==> src/sv/srmm_pkg.sv <==
// Shared constants, types and codes for the sparse row matrix multiply block.
// No dependencies.
`timescale 1ns / 1ps
`default_nettype none
package srmm_pkg;
    localparam int MAX_DIM     = 64;
    localparam int MAX_NNZ     = 1024;
    localparam int VALUE_WIDTH = 16;
    localparam int COL_W       = $clog2(MAX_DIM);
    localparam int DIM_W       = 7;
    localparam int ADDR_W      = $clog2(MAX_NNZ);
    localparam int CNT_W       = ADDR_W + 1;
    localparam int ACC_W       = 40;
    localparam int PROD_W      = 2 * VALUE_WIDTH;
    localparam int CFG_IDX_W   = 1;
    localparam int CFG_DATA_W  = 7;
    localparam int QDEPTH      = 4;
    localparam int QPTR_W      = 2;

    localparam logic signed [ACC_W-1:0] ACC_MAX = {1'b0, {(ACC_W-1){1'b1}}};
    localparam logic signed [ACC_W-1:0] ACC_MIN = {1'b1, {(ACC_W-1){1'b0}}};

    typedef enum logic [1:0] {
        FN_LOAD  = 2'd0,
        FN_A     = 2'd1,
        FN_EMPTY = 2'd2,
        FN_NONE  = 2'd3
    } t_func;

    localparam logic [CFG_IDX_W-1:0] REG_NUM_COLS   = 1'b0;
    localparam logic [CFG_IDX_W-1:0] REG_NUM_B_ROWS = 1'b1;

    typedef struct packed {
        logic [1:0]                    func;
        logic [COL_W-1:0]              row_index;
        logic [COL_W-1:0]              col_index;
        logic signed [VALUE_WIDTH-1:0] value;
        logic                          row_end;
    } t_in;

    typedef struct packed {
        logic [COL_W-1:0]        out_col;
        logic signed [ACC_W-1:0] out_value;
        logic                    last_of_row;
        logic                    row_empty;
        logic                    overflow;
    } t_out;

    // Classified operation handed from the front to the back.
    typedef struct packed {
        logic                          walk;
        logic                          emit;
        logic [ADDR_W-1:0]             first;
        logic [CNT_W-1:0]              length;
        logic signed [VALUE_WIDTH-1:0] value;
        logic                          dropped;
    } t_op;
endpackage
`default_nettype wire

==> src/sv/srmm_queue.sv <==
// Short FIFO of classified operations between the front and back ends.
// Depends on srmm_pkg.
`timescale 1ns / 1ps
`default_nettype none
module srmm_queue (
    input  wire logic     i_clk,
    input  wire logic     i_rst_n,
    input  wire logic     i_push,
    input  srmm_pkg::t_op i_op,
    output logic          o_full,
    input  wire logic     i_pop,
    output logic          o_empty,
    output srmm_pkg::t_op o_op
);
    import srmm_pkg::*;

    t_op             r_mem [QDEPTH];
    logic [QPTR_W:0] r_wp, r_rp;

    assign o_empty = (r_wp == r_rp);
    assign o_full  = (r_wp[QPTR_W] != r_rp[QPTR_W])
                  && (r_wp[QPTR_W-1:0] == r_rp[QPTR_W-1:0]);
    assign o_op = r_mem[r_rp[QPTR_W-1:0]];

    always_ff @(posedge i_clk) begin
        if (i_push) begin
            r_mem[r_wp[QPTR_W-1:0]] <= i_op;
        end
    end

    always_ff @(posedge i_clk) begin
        if (!i_rst_n) begin
            r_wp <= '0;
            r_rp <= '0;
        end else begin
            if (i_push) r_wp <= r_wp + 1'b1;
            if (i_pop)  r_rp <= r_rp + 1'b1;
        end
    end
endmodule
`default_nettype wire

==> config.mk <==
export PLATFORM = sky130hd
export DESIGN_NAME = srmm_queue
export DESIGN_NICKNAME = d
export VERILOG_FILES = /design/src/sv/srmm_pkg.sv /design/src/sv/srmm_queue.sv
export SDC_FILE = /design/constraint.sdc
export NUM_CORES = 1
export LEC_CHECK = 0
export BUFFER_PORTS_ARGS = -buffer_cell sky130_fd_sc_hd__buf_2
export CAP_MARGIN = 20
export CORE_MARGIN = 3
export CORE_UTILIZATION = 57
export DETAILED_ROUTE_END_ITERATION = 8
export PLACE_DENSITY = 0.85
export SYNTH_ARGS = -nofsm -noshare
export SYNTH_HDL_FRONTEND = slang
export SYNTH_SLANG_ARGS = --single-unit
==> constraint.sdc <==
create_clock -name i_clk -period 2.8 [get_ports i_clk]
set_clock_uncertainty 0.2 [all_clocks]
set_input_delay 0.14 -clock i_clk [delete_from_list [all_inputs] [get_ports i_clk]]
set_output_delay 0.14 -clock i_clk [all_outputs]
set_load 0.05 [all_outputs]
# After elaboration in Yosys (flattened, before gate mapping)
# Memory sizes are Yosys's and may differ from the RTL's. A register that Yosys moved wholly into a read port is not among the register bits.
# Cells that the tools add are included.
# word_totals
input_bits	44
latch_bits	0
elab_cells	13
register_bits	6
rom_bits	0
mem_bits_rw	160
output_inout_bits	42
mem_count	1
# classes
n_bitwise	0
order_cmp	0
add_sub_neg	2
shifts	0
n_eq_ne	3
n_mul	0
reduce_logical	1
n_div	0
n_mux	4
# mem_list
name	words	width	rd	rd_ports_with_merged_regs	write_ports	line_no	source
r_mem	4	40	1	1	1	srmm_queue.sv:17	t_op r_mem [QDEPTH];
# op_table
operator	count
$add A3 B1 Y3 const B	2
$mux W2	2
$eq A3 B3 Y1	1
$eq A2 B2 Y1	1
$mux W1	2
$logic_and A1 B1 Y1	1
$ne A1 B1 Y1	1

# Longest topological paths before layout
# logic_depth
depth_word	3
ltp_mapped	4
mapped_depth_nobuf	4

# Worst setup path after synthesis
# No wires, ideal clock.
# synth_path
path_kind	reg-to-reg
from	reg r_wp[0]
to	mem r_mem[3][0] (netlist name) (enable)
path_buffers	0
path_slack_ps	616
synth_period_minus_slack_ps	2184
stages_incl_launch_ff	3
t_arrival_ps	1582
t_required_ps	2199
path_cell_list	dfxtp_1 -> ha_1 -> and2_1
# synth_lines
item	line_no	source
start: declaration	srmm_queue.sv:18	logic [QPTR_W:0] r_wp, r_rp;
start signal: assignment	srmm_queue.sv:36	if (i_push) r_wp <= r_wp + 1'b1;
end: declaration	srmm_queue.sv:17	
# No word-level cell before the write port.

==> results.ini <==
[sta]
relSlewSlack_pct = 59.7
setup_violations = 0
drv_slew = 0
hold_viol = 0
post-route-period-util_pct = 91.8
setup_tns_ns = 0
tightestPinTransition_ns = 0.605
fmax_ghz = 0.389
grt_setup_unrepaired = no
finalCriticalPeriod_ns = 2.57

[power_and_ir_drop]
internal_power_mw = 4.63
finalPower_mw = 6.17
ir_drop_uv = 472
p_sw_share_pct = 25.0
power_frac_clock_pct = 38.5
p_comb_share_pct = 14.0
total_leakage_power_nw = 2.75
p_seq_share_pct = 47.6
p_sw_mw = 1.54
power_density_nw_per_um2 = 781

[finish]
n_antenna_cell = 0
fillerInstances = 616
fin_area_um2 = 7890
area_growth_pct = 26.9
fin_cells = 546
drive_gt1_share_pct = 42.0
fin_util_pct = 75.4
nNetsFinal = 446

[clock_network]
htree_levels = 4
clkLatencyLatePin_ns = 0.53
clkSinkCount = 168
clockRootBuffer = clkbuf_8
cts_made_buffers = 17
clk_path_buf_depth = 2
cts_tree = built
cts.reportedPaths.clkPinSlew_ns = 0.07

[global_routing]
grt_pass1_wl_mm = 18.3
grt_use_met3_pct = 6.41
use_met2_pct = 32.4
antenna_found_initial = 0
grt_pass1_vias = 3340
grtUsageMet1_pct = 26.5
gr-total-overflow = 0
busiest_layer = met2
track_usage_pct = 20.3
grt_max_degree = 41

[yosys]
synth_seq_area_share_pct = 79.8
synth-async-reset-ratio_pct = 0
postSynthAreaPerCell_um2 = 24.9
ys.flop_type = edfxtp_1
syn_area_um2 = 6220
netlist_top_cells_count = edfxtp_1 (160), mux4_2 (40), dfxtp_1 (8)
ys_types = 19
synth_area_leaders = edfxtp_1 (77%), mux4_2 (14%), dfxtp_1 (2.6%)
syn_inst = 250
synth_edf_count = 160
yosysTopAreaCell = edfxtp_1
synth_top_cell_area_share_pct = 77.2
ys_ff_latch = 168
synth_nets = 299
synth.most_common_cell = edfxtp_1
yosysWarnings = 0

[critical_path]
crit_slowest_cell = dfxtp_2
worstPathCellList = buf_12, mux4_2, buf_2
slowest_delay_ns = 0.61
arrival_ns = 2.23
worst-endpoint-required_ns = 2.46
startpoint_type = flop
crit_type = reg2out
cp-end-kind = output pin
crit_path_max_fanout = 25

[floorplanning]
core-area_um2 = 10500
num_io_pins = 86
start_util_pct = 59.4
placement_rows = 37
dieArea_um2 = 12200
dieWidth_um = 110
fp.dieH_um = 110

[placement]
io_buffer_count = 85
dp.cells = 469
dp_hpwl_mm = 6.43
dpl_cell_area_um2 = 6830
routabilityCongestion = 0.735

[min_path]
hold_class = in2reg

[routing]
drt-total-wl_mm = 11.4
vias_per_cell = 5.51
first_iter_violations = 219
route.detailed.drc = 0
drtPass1Iterations = 4
postRouteAntennaNets = 0
vias = 3009
wl_per_cell_um = 20.9

[status]
status = completed

[run]
drv_cap = 0

-- metrics by stage --
step                      hold slack, ns  worst slack [ns]
final                              0.157             0.229
after detailed placement           0.156             0.757
after CTS                          0.124             0.154
after global routing               0.152            0.0549
after floorplan                   0.0389             0.616
after global placement             0.151             0.778
-- layout by cell type, fill, tap and decap left out --
cell           instances
nor3b_1                1
mux2i_1                2
buf_2                 85
dfxtp_2                2
mux4_2                40
buf_4                  3
a21oi_1                2
ha_1                   5
edfxtp_1             160
dlygate4sd3_1         45
nor2_1                 5
a21bo_2                2
inv_6                  3
clkbuf_8               1
clkinv_4               1
and2_2                 4
nand3b_1               2
clkbuf_16             16
buf_12                 5
xnor2_1                3
xor2_1                 2
clkinv_2               2
bufinv_16              4
clkinv_1               1
nor3_1                 1
dfxtp_1                6
clkinvlp_4             4
inv_1                  3
-- critical path: cells and delay by family (launching register included) --
family | cells | cell delay [ns]
buffers and inverters | 2 | 0.52
multiplexers | 1 | 0.57
flip-flops | 1 | 0.61
-- layer usage --
metal | vias to the layer above | part of all wire (%) | wire length [um]
li1 | 1339 | - | -
met4 | 0 | 1.5 | 172
met5 | - | 0 | 0
met3 | 18 | 5.5 | 628
met2 | 98 | 52 | 5940
met1 | 1554 | 41 | 4660
-- power by group through the flow --
stage	logic [mW]	registers, mW	clock network, mW
2_1_floorplan	0.639	2.95	0
3_3_place_gp	0.807	2.97	0
3_5_place_dp	0.816	2.98	0
4_1_cts	0.870	2.93	2.42
5_1_grt	0.909	2.94	2.53
6_report	0.862	2.93	2.37
-- final cells by class --
cell class / count / area [um^2] / area share (%)
Inverter: 3 / 11.3 / 0.143
Clock inverter: 15 / 199 / 2.52
Tap cell: 136 / 170 / 2.16
Sequential cell: 168 / 4970 / 62.9
Multi-Input combinational cell: 69 / 1130 / 14.4
Timing Repair Buffer: 138 / 998 / 12.6
Clock buffer: 17 / 414 / 5.25
-- state kept, by name, summed over array words and instances, names as in the netlist, named ones only --
| register | flops |
|---|---|
| r_mem | 160 |
| r_rp | 3 |
| r_wp | 3 |
-- timing repair --
action	4_1_cts	5_1_grt
endpoints found under the hold margin	168	0
hold buffers	45	0
setup buffers	0	0
gates resized for setup	0	0
-- cell families after synthesis --
| kind of cell | Yosys count | synth area share, % |
|---|---|---|
| fa+ha+maj | 5 | 1.01 |
| compound gates | 4 | 0.483 |
| flops | 168 | 79.8 |
| mux | 42 | 14.8 |
| xor+xnor | 5 | 0.704 |
| simple gates | 13 | 1.15 |
| buf+inv | 13 | 2.03 |
-- path summary, 6_finish.rpt --
kind	startpoint	cells past startpoint	to	slack [ns]
hold / removal	i_op[35]	2	r_mem[3][35]	0.16
hold reg to reg	r_rp[1]	2	flop	0.37
setup reg to reg	r_wp[0]	4	r_mem[2][2]	0.87
setup / recovery	flop	3	o_op[7]	0.23
(Power assumes the default switching activity.)
