<file path="config.mk">
export PLATFORM = sky130hd
export DESIGN_NAME = srmm_front_flat
export DESIGN_NICKNAME = d
export VERILOG_FILES = /design/src/sv/srmm_pkg.sv /design/src/sv/srmm_if.sv /design/src/sv/srmm_front.sv /design/src/flat_wrapper.sv
export SDC_FILE = /design/constraint.sdc
export NUM_CORES = 2
export LEC_CHECK = 0
export BUFFER_PORTS_ARGS = -buffer_cell sky130_fd_sc_hd__buf_2
export CAP_MARGIN = 20
export CORE_MARGIN = 5
export CORE_UTILIZATION = 54
export CTS_BUF_LIST = sky130_fd_sc_hd__clkbuf_8
export CTS_CLUSTER_DIAMETER = 100
export CTS_CLUSTER_SIZE = 24
export DETAILED_ROUTE_END_ITERATION = 8
export GPL_ROUTABILITY_DRIVEN = 1
export PLACE_DENSITY = 0.78
export SYNTH_ARGS = -nofsm -noshare
export SYNTH_HDL_FRONTEND = slang
export SYNTH_SLANG_ARGS = --single-unit
</file>
<file path="constraint.sdc">
create_clock -name i_clk -period 13.3 [get_ports i_clk]
set_clock_uncertainty 0.15 [all_clocks]
set_input_delay 1.995 -clock i_clk [delete_from_list [all_inputs] [get_ports i_clk]]
set_output_delay 1.995 -clock i_clk [all_outputs]
set_load 0.02 [all_outputs]
</file>
<file path="src/sv/srmm_pkg.sv">
// Shared constants, types and codes for the sparse row matrix multiply block.
// No dependencies.
`timescale 1ns / 1ps
`default_nettype none
package srmm_pkg;
    localparam int MAX_DIM     = 64;
    localparam int MAX_NNZ     = 1024;
    localparam int VALUE_WIDTH = 16;
    localparam int COL_W       = $clog2(MAX_DIM);
    localparam int DIM_W       = 7;
    localparam int ADDR_W      = $clog2(MAX_NNZ);
    localparam int CNT_W       = ADDR_W + 1;
    localparam int ACC_W       = 40;
    localparam int PROD_W      = 2 * VALUE_WIDTH;
    localparam int CFG_IDX_W   = 1;
    localparam int CFG_DATA_W  = 7;
    localparam int QDEPTH      = 4;
    localparam int QPTR_W      = 2;

    localparam logic signed [ACC_W-1:0] ACC_MAX = {1'b0, {(ACC_W-1){1'b1}}};
    localparam logic signed [ACC_W-1:0] ACC_MIN = {1'b1, {(ACC_W-1){1'b0}}};

    typedef enum logic [1:0] {
        FN_LOAD  = 2'd0,
        FN_A     = 2'd1,
        FN_EMPTY = 2'd2,
        FN_NONE  = 2'd3
    } t_func;

    localparam logic [CFG_IDX_W-1:0] REG_NUM_COLS   = 1'b0;
    localparam logic [CFG_IDX_W-1:0] REG_NUM_B_ROWS = 1'b1;

    typedef struct packed {
        logic [1:0]                    func;
        logic [COL_W-1:0]              row_index;
        logic [COL_W-1:0]              col_index;
        logic signed [VALUE_WIDTH-1:0] value;
        logic                          row_end;
    } t_in;

    typedef struct packed {
        logic [COL_W-1:0]        out_col;
        logic signed [ACC_W-1:0] out_value;
        logic                    last_of_row;
        logic                    row_empty;
        logic                    overflow;
    } t_out;

    // Classified operation handed from the front to the back.
    typedef struct packed {
        logic                          walk;
        logic                          emit;
        logic [ADDR_W-1:0]             first;
        logic [CNT_W-1:0]              length;
        logic signed [VALUE_WIDTH-1:0] value;
        logic                          dropped;
    } t_op;
endpackage
`default_nettype wire

</file>
<file path="src/sv/srmm_if.sv">
// Valid/ready channel interfaces for input items, results and configuration.
// Depends on srmm_pkg.
`timescale 1ns / 1ps
`default_nettype none
interface srmm_in_if;
    logic             valid;
    logic             ready;
    srmm_pkg::t_in    data;
    modport source (output valid, output data, input ready);
    modport sink   (input valid, input data, output ready);
endinterface

`default_nettype wire

</file>
<file path="src/sv/srmm_front.sv">
// Front end: accepts items, keeps the row directory, writes B into the store memory.
// Depends on srmm_pkg and srmm_if.
`timescale 1ns / 1ps
`default_nettype none
module srmm_front (
    input  wire logic              i_clk,
    input  wire logic              i_rst_n,
    srmm_in_if.sink                in_ch,
    input  wire logic [srmm_pkg::DIM_W-1:0] i_nc,
    input  wire logic [srmm_pkg::DIM_W-1:0] i_nr,
    input  wire logic              i_q_full,
    output srmm_pkg::t_op          o_op,
    output logic                   o_op_push,
    output logic                   o_b_we,
    output logic [srmm_pkg::ADDR_W-1:0] o_b_addr,
    output logic [srmm_pkg::COL_W-1:0]  o_b_col,
    output logic signed [srmm_pkg::VALUE_WIDTH-1:0] o_b_val
);
    import srmm_pkg::*;

    logic [ADDR_W-1:0]  r_first [MAX_DIM];
    logic [CNT_W-1:0]   r_len   [MAX_DIM];
    logic [MAX_DIM-1:0] r_vld;
    logic [CNT_W-1:0]   r_fill, n_fill;
    logic               r_drop, n_drop;
    logic               r_busy;
    t_in                r_it;
    logic [ADDR_W-1:0]  r_first_rd;
    logic [CNT_W-1:0]   r_len_rd;
    logic               r_vld_rd;
    logic               acc, load_ok, in_rng, a_rng;
    logic [COL_W-1:0]   rd_row;
    logic [CNT_W-1:0]   row_len;
    logic [CNT_W-1:0]   row_endp;

    // No new item while one is in hand (directory read, then classify) or the op queue is full.
    assign in_ch.ready = !r_busy && !i_q_full;
    assign acc = in_ch.valid && in_ch.ready;
    assign rd_row = (t_func'(in_ch.data.func) == FN_LOAD) ? in_ch.data.row_index
                                                          : in_ch.data.col_index;
    assign row_len  = r_vld_rd ? r_len_rd : '0;
    assign row_endp = CNT_W'(r_first_rd) + row_len;
    assign in_rng = ({1'b0, r_it.row_index} < i_nr)
                 && ({1'b0, r_it.col_index} < i_nc)
                 && (r_fill < CNT_W'(MAX_NNZ));
    assign load_ok = in_rng && ((row_len == '0) || (row_endp == r_fill));
    assign a_rng = ({1'b0, r_it.col_index} < i_nr);

    always_comb begin
        n_fill = r_fill;
        n_drop = r_drop;
        o_b_we = 1'b0;
        o_op_push = 1'b0;
        o_op = '0;
        o_op.value = r_it.value;
        o_op.first = r_first_rd;
        o_op.length = a_rng ? row_len : '0;
        o_op.dropped = r_drop;
        if (r_busy) begin
            case (t_func'(r_it.func))
                FN_LOAD: begin
                    if (load_ok) begin
                        o_b_we = 1'b1;
                        n_fill = r_fill + 1'b1;
                    end else begin
                        n_drop = 1'b1;
                    end
                end
                FN_A: begin
                    o_op.walk = 1'b1;
                    o_op.emit = r_it.row_end;
                    o_op_push = 1'b1;
                end
                FN_EMPTY: begin
                    o_op.emit = 1'b1;
                    o_op.length = '0;
                    o_op_push = 1'b1;
                end
                default: begin
                end
            endcase
        end
    end

    assign o_b_addr = r_fill[ADDR_W-1:0];
    assign o_b_col  = r_it.col_index;
    assign o_b_val  = r_it.value;

    always_ff @(posedge i_clk) begin
        if (acc) begin
            r_it <= in_ch.data;
            r_first_rd <= r_first[rd_row];
            r_len_rd <= r_len[rd_row];
            r_vld_rd <= r_vld[rd_row];
        end
        if (o_b_we) begin
            r_len[r_it.row_index] <= row_len + 1'b1;
            if (row_len == '0) begin
                r_first[r_it.row_index] <= r_fill[ADDR_W-1:0];
            end
        end
    end

    always_ff @(posedge i_clk) begin
        if (!i_rst_n) begin
            r_fill <= '0;
            r_drop <= 1'b0;
            r_busy <= 1'b0;
            r_vld  <= '0;
        end else begin
            r_fill <= n_fill;
            r_drop <= n_drop;
            r_busy <= acc;
            if (o_b_we) begin
                r_vld[r_it.row_index] <= 1'b1;
            end
        end
    end
endmodule
`default_nettype wire

</file>
<file path="src/flat_wrapper.sv">
// flat-port wrapper written by rule: the top's interface ports become plain ports
module srmm_front_flat import srmm_pkg::*;
  (i_clk, i_rst_n, i_nc, i_nr, i_q_full, o_op, o_op_push, o_b_we, o_b_addr, o_b_col, o_b_val, in_ch_valid, in_ch_data, in_ch_ready);
  srmm_in_if in_ch_i ();
  input  wire logic i_clk;
  input  wire logic i_rst_n;
  input  wire logic [srmm_pkg::DIM_W-1:0] i_nc;
  input  wire logic [srmm_pkg::DIM_W-1:0] i_nr;
  input  wire logic i_q_full;
  output srmm_pkg::t_op o_op;
  output logic o_op_push;
  output logic o_b_we;
  output logic [srmm_pkg::ADDR_W-1:0] o_b_addr;
  output logic [srmm_pkg::COL_W-1:0] o_b_col;
  output logic signed [srmm_pkg::VALUE_WIDTH-1:0] o_b_val;
  input wire logic [$bits(in_ch_i.valid)-1:0] in_ch_valid;
  input wire logic [$bits(in_ch_i.data)-1:0] in_ch_data;
  output wire logic [$bits(in_ch_i.ready)-1:0] in_ch_ready;
  assign in_ch_i.valid = in_ch_valid;
  assign in_ch_i.data = in_ch_data;
  assign in_ch_ready = in_ch_i.ready;
  srmm_front u_core (.i_clk(i_clk), .i_rst_n(i_rst_n), .in_ch(in_ch_i), .i_nc(i_nc), .i_nr(i_nr), .i_q_full(i_q_full), .o_op(o_op), .o_op_push(o_op_push), .o_b_we(o_b_we), .o_b_addr(o_b_addr), .o_b_col(o_b_col), .o_b_val(o_b_val));
endmodule
</file>
# --- After elaboration in Yosys (flattened, before gate mapping) ---
# Memories as Yosys holds them, arrays and structs flattened. A register that Yosys moved wholly into a read port is not among the register bits.
# Index checks and enable logic that the tools add are counted.
word_totals:
  out_inout_bits: 75
  inputBits: 49
  latch_bits: 0
  memories: 2
  wordCells: 64
  ramBits: 1344
  reg_bits: 109
  rom_bits: 0
mem_list:
  columns: ["name", "words", "word_bits", "rd", "rd_ports_with_merged_regs", "write_ports", "line", "source"]
  rows:
  - ["u_core.r_len", 64, 11, 1, 1, 1, "srmm_front.sv:22", "logic [CNT_W-1:0] r_len [MAX_DIM];"]
  - ["u_core.r_first", 64, 10, 1, 1, 1, "srmm_front.sv:21", "logic [ADDR_W-1:0] r_first [MAX_DIM];"]
op_classes:
  n_bitwise: 2
  reduce_logical: 15
  div_mod_pow: 0
  n_shift: 0
  n_mul: 0
  n_lt_le_gt_ge: 7
  n_eq_ne: 3
  muxes: 22
  add_sub_neg: 3
op_table:
  columns: ["op", "count"]
  rows:
  - ["bitwise OR 64 bit", 1]
  - ["two-way mux 11 bit", 4]
  - ["adder 11 x 1 -> 11 bit, second input constant", 2]
  - ["< comparator 6 x 7 -> 1 bit", 3]
  - ["< comparator 6 x 7 -> 1 bit, second input constant", 2]
  - ["two-way mux 1 bit", 13]
  - ["adder 10 x 11 -> 11 bit", 1]
  - ["equality test 11 bit", 1]
  - ["zero test 11 bit", 1]
  - ["< comparator 11 bit, second input constant", 1]
  - ["binary-select mux 1 bit (select 6 bit)", 1]
  - ["demux 1 bit (select 6 bit)", 1]
  - ["greater-or-equal comparator 6 x 1 -> 1 bit, second input constant", 1]
  - ["logical AND 1 bit", 6]
  - ["two-way mux 6 bit", 1]
  - ["AND reduction 3 bit", 2]
  - ["zero test 2 bit", 2]
  - ["equality test 2 x 1 -> 1 bit, second input constant", 1]
  - ["equality test 2 bit, second input constant", 1]
  - ["zero test 1 bit", 2]
  - ["two-way mux 2 bit", 1]
  - ["case mux 1 bit (2 select lines)", 1]
  - ["OR reduction 2 bit", 1]
  - ["logical OR 1 bit", 1]
  - ["inverter 1 bit", 1]

# --- Logic depth before layout (Yosys ltp) ---
logic_depth:
  word_depth: 10
  depth_mapped: 17
  mapped_depth_nobuf: 12

# --- Worst setup path before layout ---
# Ideal clock, no wire load.
synth_timing:
  kind: "register to output"
  start: "register u_core.r_vld_rd"
  end: "output port o_b_we"
  t_required_ns: 11.155
  stages_incl_launch_ff: 16
  n_path_buf: 5
  arrival_ns: 4.090
  path_slack_ns: 7.065
  path_cell_list: "edfxtp_1 > buf_2 > clkbuf_1 > nand2_1 > inv_1 > ha_1 > maj3_1 > a21oi_1 > o21a_1 > mux2_4 > nor4b_4 > and4_1 > buf_2 > or2_1 > buf_2 > buf_6"
synth_via:
  elab_chain_len: 8
  word_cells_on_any_way: 9
  cone_classes: "add/sub: 1; eq/ne: 1; mux: 4; reduce/logical: 3"
synth_lines:
  columns: ["element", "line", "source"]
  rows:
  - ["start, declared", "srmm_front.sv:30", "logic r_vld_rd;"]
  - ["start signal, assigned", "srmm_front.sv:94", "r_vld_rd <= r_vld[rd_row];"]
  - ["two-way mux 11 bit *", "srmm_front.sv:41", "assign row_len = r_vld_rd ? r_len_rd : '0;"]
  - ["adder 10 x 11 -> 11 bit", "srmm_front.sv:42", "assign row_endp = CNT_W'(r_first_rd) + row_len;"]
  - ["equality test 11 bit", "srmm_front.sv:46", "assign load_ok = in_rng && ((row_len == '0) || (row_endp == r_fill));"]
  - ["logical OR 1 bit *", "srmm_front.sv:46", null]
  - ["logical AND 1 bit *", "srmm_front.sv:46", null]
  - ["two-way mux 1 bit *", "srmm_front.sv:62", "if (load_ok) begin"]
  - ["two-way mux 1 bit *", "srmm_front.sv:60", "case (t_func'(r_it.func))"]
  - ["two-way mux 1 bit *", "srmm_front.sv:59", "if (r_busy) begin"]
  - ["end, declared", "flat_wrapper.sv:12", "output logic o_b_we;"]
# Every way passes the cells marked *; elsewhere a longest branch is shown, timed or not.

# --- Worst setup path in the final report ---
layout_timing:
  start: "input port in_ch_data[30]"
  end: "register u_core.r_len_rd[0] (read register of u_core.r_len) (data pin)"
layout_via:
  elab_chain_len: 2
layout_lines:
  columns: ["element", "line", "source"]
  rows:
  - ["start, declared", "flat_wrapper.sv:17", "input wire logic [$bits(in_ch_i.data)-1:0] in_ch_data;"]
  - ["zero test 2 bit", "srmm_front.sv:39", "assign rd_row = (t_func'(in_ch.data.func) == FN_LOAD) ? in_ch.data.row_index"]
  - ["two-way mux 6 bit", "srmm_front.sv:39", null]
  - ["end, declared", "srmm_front.sv:29", "logic [CNT_W-1:0] r_len_rd;"]
# Every way passes these cells.
# A chain may end at the register's enable or synchronous reset.

==> impl_metrics.yaml <==
finish:
  post_layout_nonfiller_instances: 4653
  multi_input_logic_area_um2: 14360
  finished_cell_area_um2: 62490
  final-seq-area_um2: 43500
  layout_fillers: 7798
  layout.nets: 3276
  drive_above_1_share: 0.2165
  synthToLayoutAreaGrowth_pct: 5.832
setup_path:
  critical_path_arrival_ps: 7730
  regToRegEndpoint: "u_core.r_len[9][3]"
  r2r_start: "u_core.r_vld_rd"
  crit_chain: "buf_2 -> nor2_2 -> mux2i_4 -> buf_4 -> buf_12 -> buf_4 -> mux4_2 -> and2_1 -> a211oi_1 -> a31oi_1 -> a211oi_1 -> a21oi_1"
  crit_type: "in2reg"
  crit_path_end: "u_core.r_len_rd[0]"
  startpoint: "in_ch_data[30]"
  critical-path-slowest-cell: "sky130_fd_sc_hd__mux2i_4"
  path_max_fanout: 115
  slowest_delay_ps: 940
  timing.reg2reg.setup_slack_ps: 7420
  cp_data_required_time_ps: 13650
  rr_worst_depth: 11
  startpoint_type: "input port"
  endpoint_kind: "flip-flop"
sta:
  max_freq_mhz: 135.5
  finalMaxSlewViolations: 0
  finalCriticalPeriod_ps: 7382
  ratio_of_final_minimum_period_to_clock_period: 0.5550
  timing.slew.headroom: 0.2014
  timing.setup.tns_ps: 0
  hold_viol: 0
  timing.hold.ws_ps: 305.4
  grt_setup_unrepaired: "false"
  setup_viol: 0
  pin_slew_with_the_least_headroom_to_its_limit_ps: 1189
clock_network:
  htree_num_levels: 3
  numCtsBuffers: 71
  clock-root-buffer: "sky130_fd_sc_hd__clkbuf_8"
  clkSlewWorstSetupHoldPaths_ps: 140
  cts_num_sinks: 1474
  clock_latency_ps: 780
  cts_tree: "yes"
  ctsResizeCount: 0
  postCtsSetupBuffers: 0
  post_cts_hold_buffer_count: 0
  ctsLongestPathBuffers: 3
floorplanning:
  core-area_um2: 108700
  die_x_um: 340.7
  dieHeight_um: 340.7
  area_enclosed_by_the_die_boundary_um2: 116100
  ios: 124
  std_cell_rows: 121
  start_util: 0.5432
placement:
  gpl.final_weighted_congestion: 0.8492
  placed_cells_incl_taps: 4517
  placement.cell_area_um2: 61070
  dp.final_hpwl_um: 83390
  port_buffers: 123
route:
  sum_of_met3_wire_segment_lengths_after_detailed_routing_um: 14680
  route.final.wire_length_um: 137600
  drc_errors: 0
  drt_pre_antenna_iters: 6
  met1_length_um: 52660
  wl_met2_um: 65520
  avgViaCountPerCell: 6.655
  routed.top_layer: "met4"
  drt-wirelength-per-cell_um: 29.57
  num_vias: 30965
  drt-initial-drc-count: 4436
  ant_nets: 0
yosys:
  postSynthCellCount: 3152
  post-synth-top-count-cell: "sky130_fd_sc_hd__edfxtp_1"
  ys.warnings.count: 0
  synth_seq_cells: 1474
  async_reset_ff_frac: 0
  ys.flop_type: "sky130_fd_sc_hd__edfxtp_1"
  synthDominantCellAreaShare: 0.7105
  syn_area_per_cell_um2: 18.73
  synth_compound_gate_area_share: 0.04787
  synth_simple_gate_area_share: 0.04724
  synth_top_family_by_area: "multiplexers"
  synthDistinctLibCells: 69
  synth_edf_count: 1397
  ys_top_cells_by_count: "1397 x sky130_fd_sc_hd__edfxtp_1, 352 x sky130_fd_sc_hd__mux4_2, 240 x sky130_fd_sc_hd__nand2_1, 157 x sky130_fd_sc_hd__nor2_1, 115 x sky130_fd_sc_hd__clkbuf_1"
  synth_seq_area_share: 0.7366
  post_synth_fa_ha_maj_area_fraction: 0.006103
  netlist_area_um2: 59040
  post_synth_mux_area_share: 0.1366
  synthesis.nets: 3229
  synth_top_cell_by_area: "sky130_fd_sc_hd__edfxtp_1"
  synth_top_cells_by_area: "sky130_fd_sc_hd__edfxtp_1 71%, sky130_fd_sc_hd__mux4_2 13%, sky130_fd_sc_hd__dfxtp_1 2.6%"
  synth-xor-area-share: 0.003115
global_routing:
  grt_pass1_wl_um: 203200
  via_count_of_the_first_global_routing_pass: 30245
  grt.overflow.total: 0
  grt_max_degree: 131
  antenna_found_initial: 7
  grt_use_total: 0.2346
power:
  p_leak_nw: 20.98
  vdd_drop_max_uv: 70.40
  total_power_density_per_cell_area_nw_per_um2: 120.0
hold_path:
  holdCritPathClass: "reg2reg"
flow_run:
  maxCapViolations: 0
status:
  outcome: "finished, final reports clean"
metrics by stage:
step | setup WS (ps) | power (W) | util
after floorplan | 7065 | 0.005563 | -
after global placement | 5151 | 0.005752 | 0.5597
after detailed placement | 5098 | 0.005765 | 0.5618
after CTS | 5965 | 0.007518 | 0.5727
after global routing | 5687 | 0.007744 | 0.5748
final | 5918 | 0.007499 | 0.5748
placed cells by master (no fill, tap or decap), types with 7 or more instances in the layout:
master,synthesis,final
sky130_fd_sc_hd__a211oi_1,112,112
sky130_fd_sc_hd__a21o_1,12,12
sky130_fd_sc_hd__a21oi_1,65,65
sky130_fd_sc_hd__a311oi_1,44,44
sky130_fd_sc_hd__a31oi_1,46,46
sky130_fd_sc_hd__a32o_1,40,40
sky130_fd_sc_hd__and2_1,101,95
sky130_fd_sc_hd__and3_1,11,11
sky130_fd_sc_hd__buf_12,0,7
sky130_fd_sc_hd__buf_2,53,124
sky130_fd_sc_hd__buf_4,50,71
sky130_fd_sc_hd__buf_6,6,19
sky130_fd_sc_hd__clkbuf_8,0,76
sky130_fd_sc_hd__dfxtp_1,77,67
sky130_fd_sc_hd__dfxtp_2,0,10
sky130_fd_sc_hd__edfxtp_1,1397,1397
sky130_fd_sc_hd__ha_1,28,27
sky130_fd_sc_hd__inv_1,24,53
sky130_fd_sc_hd__mux4_2,352,352
sky130_fd_sc_hd__nand2_1,240,239
sky130_fd_sc_hd__nand2b_1,8,8
sky130_fd_sc_hd__nand3_1,12,12
sky130_fd_sc_hd__nand3b_1,8,8
sky130_fd_sc_hd__nand4_1,8,8
sky130_fd_sc_hd__nor2_1,157,157
sky130_fd_sc_hd__nor3_1,8,8
sky130_fd_sc_hd__nor4_1,8,8
sky130_fd_sc_hd__o21ai_0,20,20
sky130_fd_sc_hd__o21ai_1,18,18
sky130_fd_sc_hd__or2_2,7,7
sky130_fd_sc_hd__xnor2_1,16,12
worst max-delay path: cells and delay by family:
family / cells / cell delay [ps]
AO/OA/AOI/OAI: 4 / 1270
multiplexers: 2 / 1360
AND/OR/NAND/NOR: 2 / 860
buffers and inverters: 4 / 2050
flip-flops by register name (all words and copies together), names as in the netlist:
register and count:
u_core.o_b_val 16, u_core.r_first_rd 10, u_core.r_len_rd 11, u_core.r_it 9, u_core.r_vld_rd 1, u_core.r_len 704, u_core.o_b_col 6, u_core.r_drop 1
u_core.r_vld 64, u_core.r_fill 11, u_core.r_first 640, u_core.r_busy 1
layout make-up:
class | instances | share of cell area
inverter | 25 | 0.001502
clock inverter | 32 | 0.002263
timing repair buffer | 223 | 0.02501
antenna | 5 | 0.0002002
tap | 1414 | 0.02831
clock buffer | 76 | 0.01674
sequential | 1474 | 0.6962
multi-input combinational | 1404 | 0.2298
kinds of logic after synthesis:
family,count (synthesis)
simple gates,598
mux,365
xor+xnor,21
fa+ha+maj,29
compound gates,391
flops,1474
buf+inv,274
report_power, final:
group          total [W]  internal (W)  switching [W]
sequential       0.00508       0.00506      0.0000184
combinational   0.000580      0.000201       0.000379
clock            0.00184      0.000537        0.00130
layer usage:
| metal | track usage | up-vias |
|---|---|---|
| met5 | 0 | - |
| met4 | 0.07984 | 0 |
| met3 | 0.04414 | 236 |
| met2 | 0.3646 | 1966 |
| met1 | 0.3413 | 16050 |
| li1 | - | 12713 |
how the worst min path moves through the flow:
stage | cells past startpoint | endpoint | startpoint
2_1_floorplan | 2 | u_core.r_vld[41] | u_core.r_vld[41]
3_3_place_gp | 2 | u_core.r_vld[42] | u_core.r_vld[42]
3_5_place_dp | 2 | u_core.r_vld[28] | u_core.r_vld[28]
4_1_cts | 2 | u_core.r_vld[12] | u_core.r_vld[12]
5_1_grt | 2 | u_core.r_vld[8] | u_core.r_vld[8]
6_report | 2 | u_core.r_vld[28] | u_core.r_vld[28]
Power figures use the tool's default switching activity.
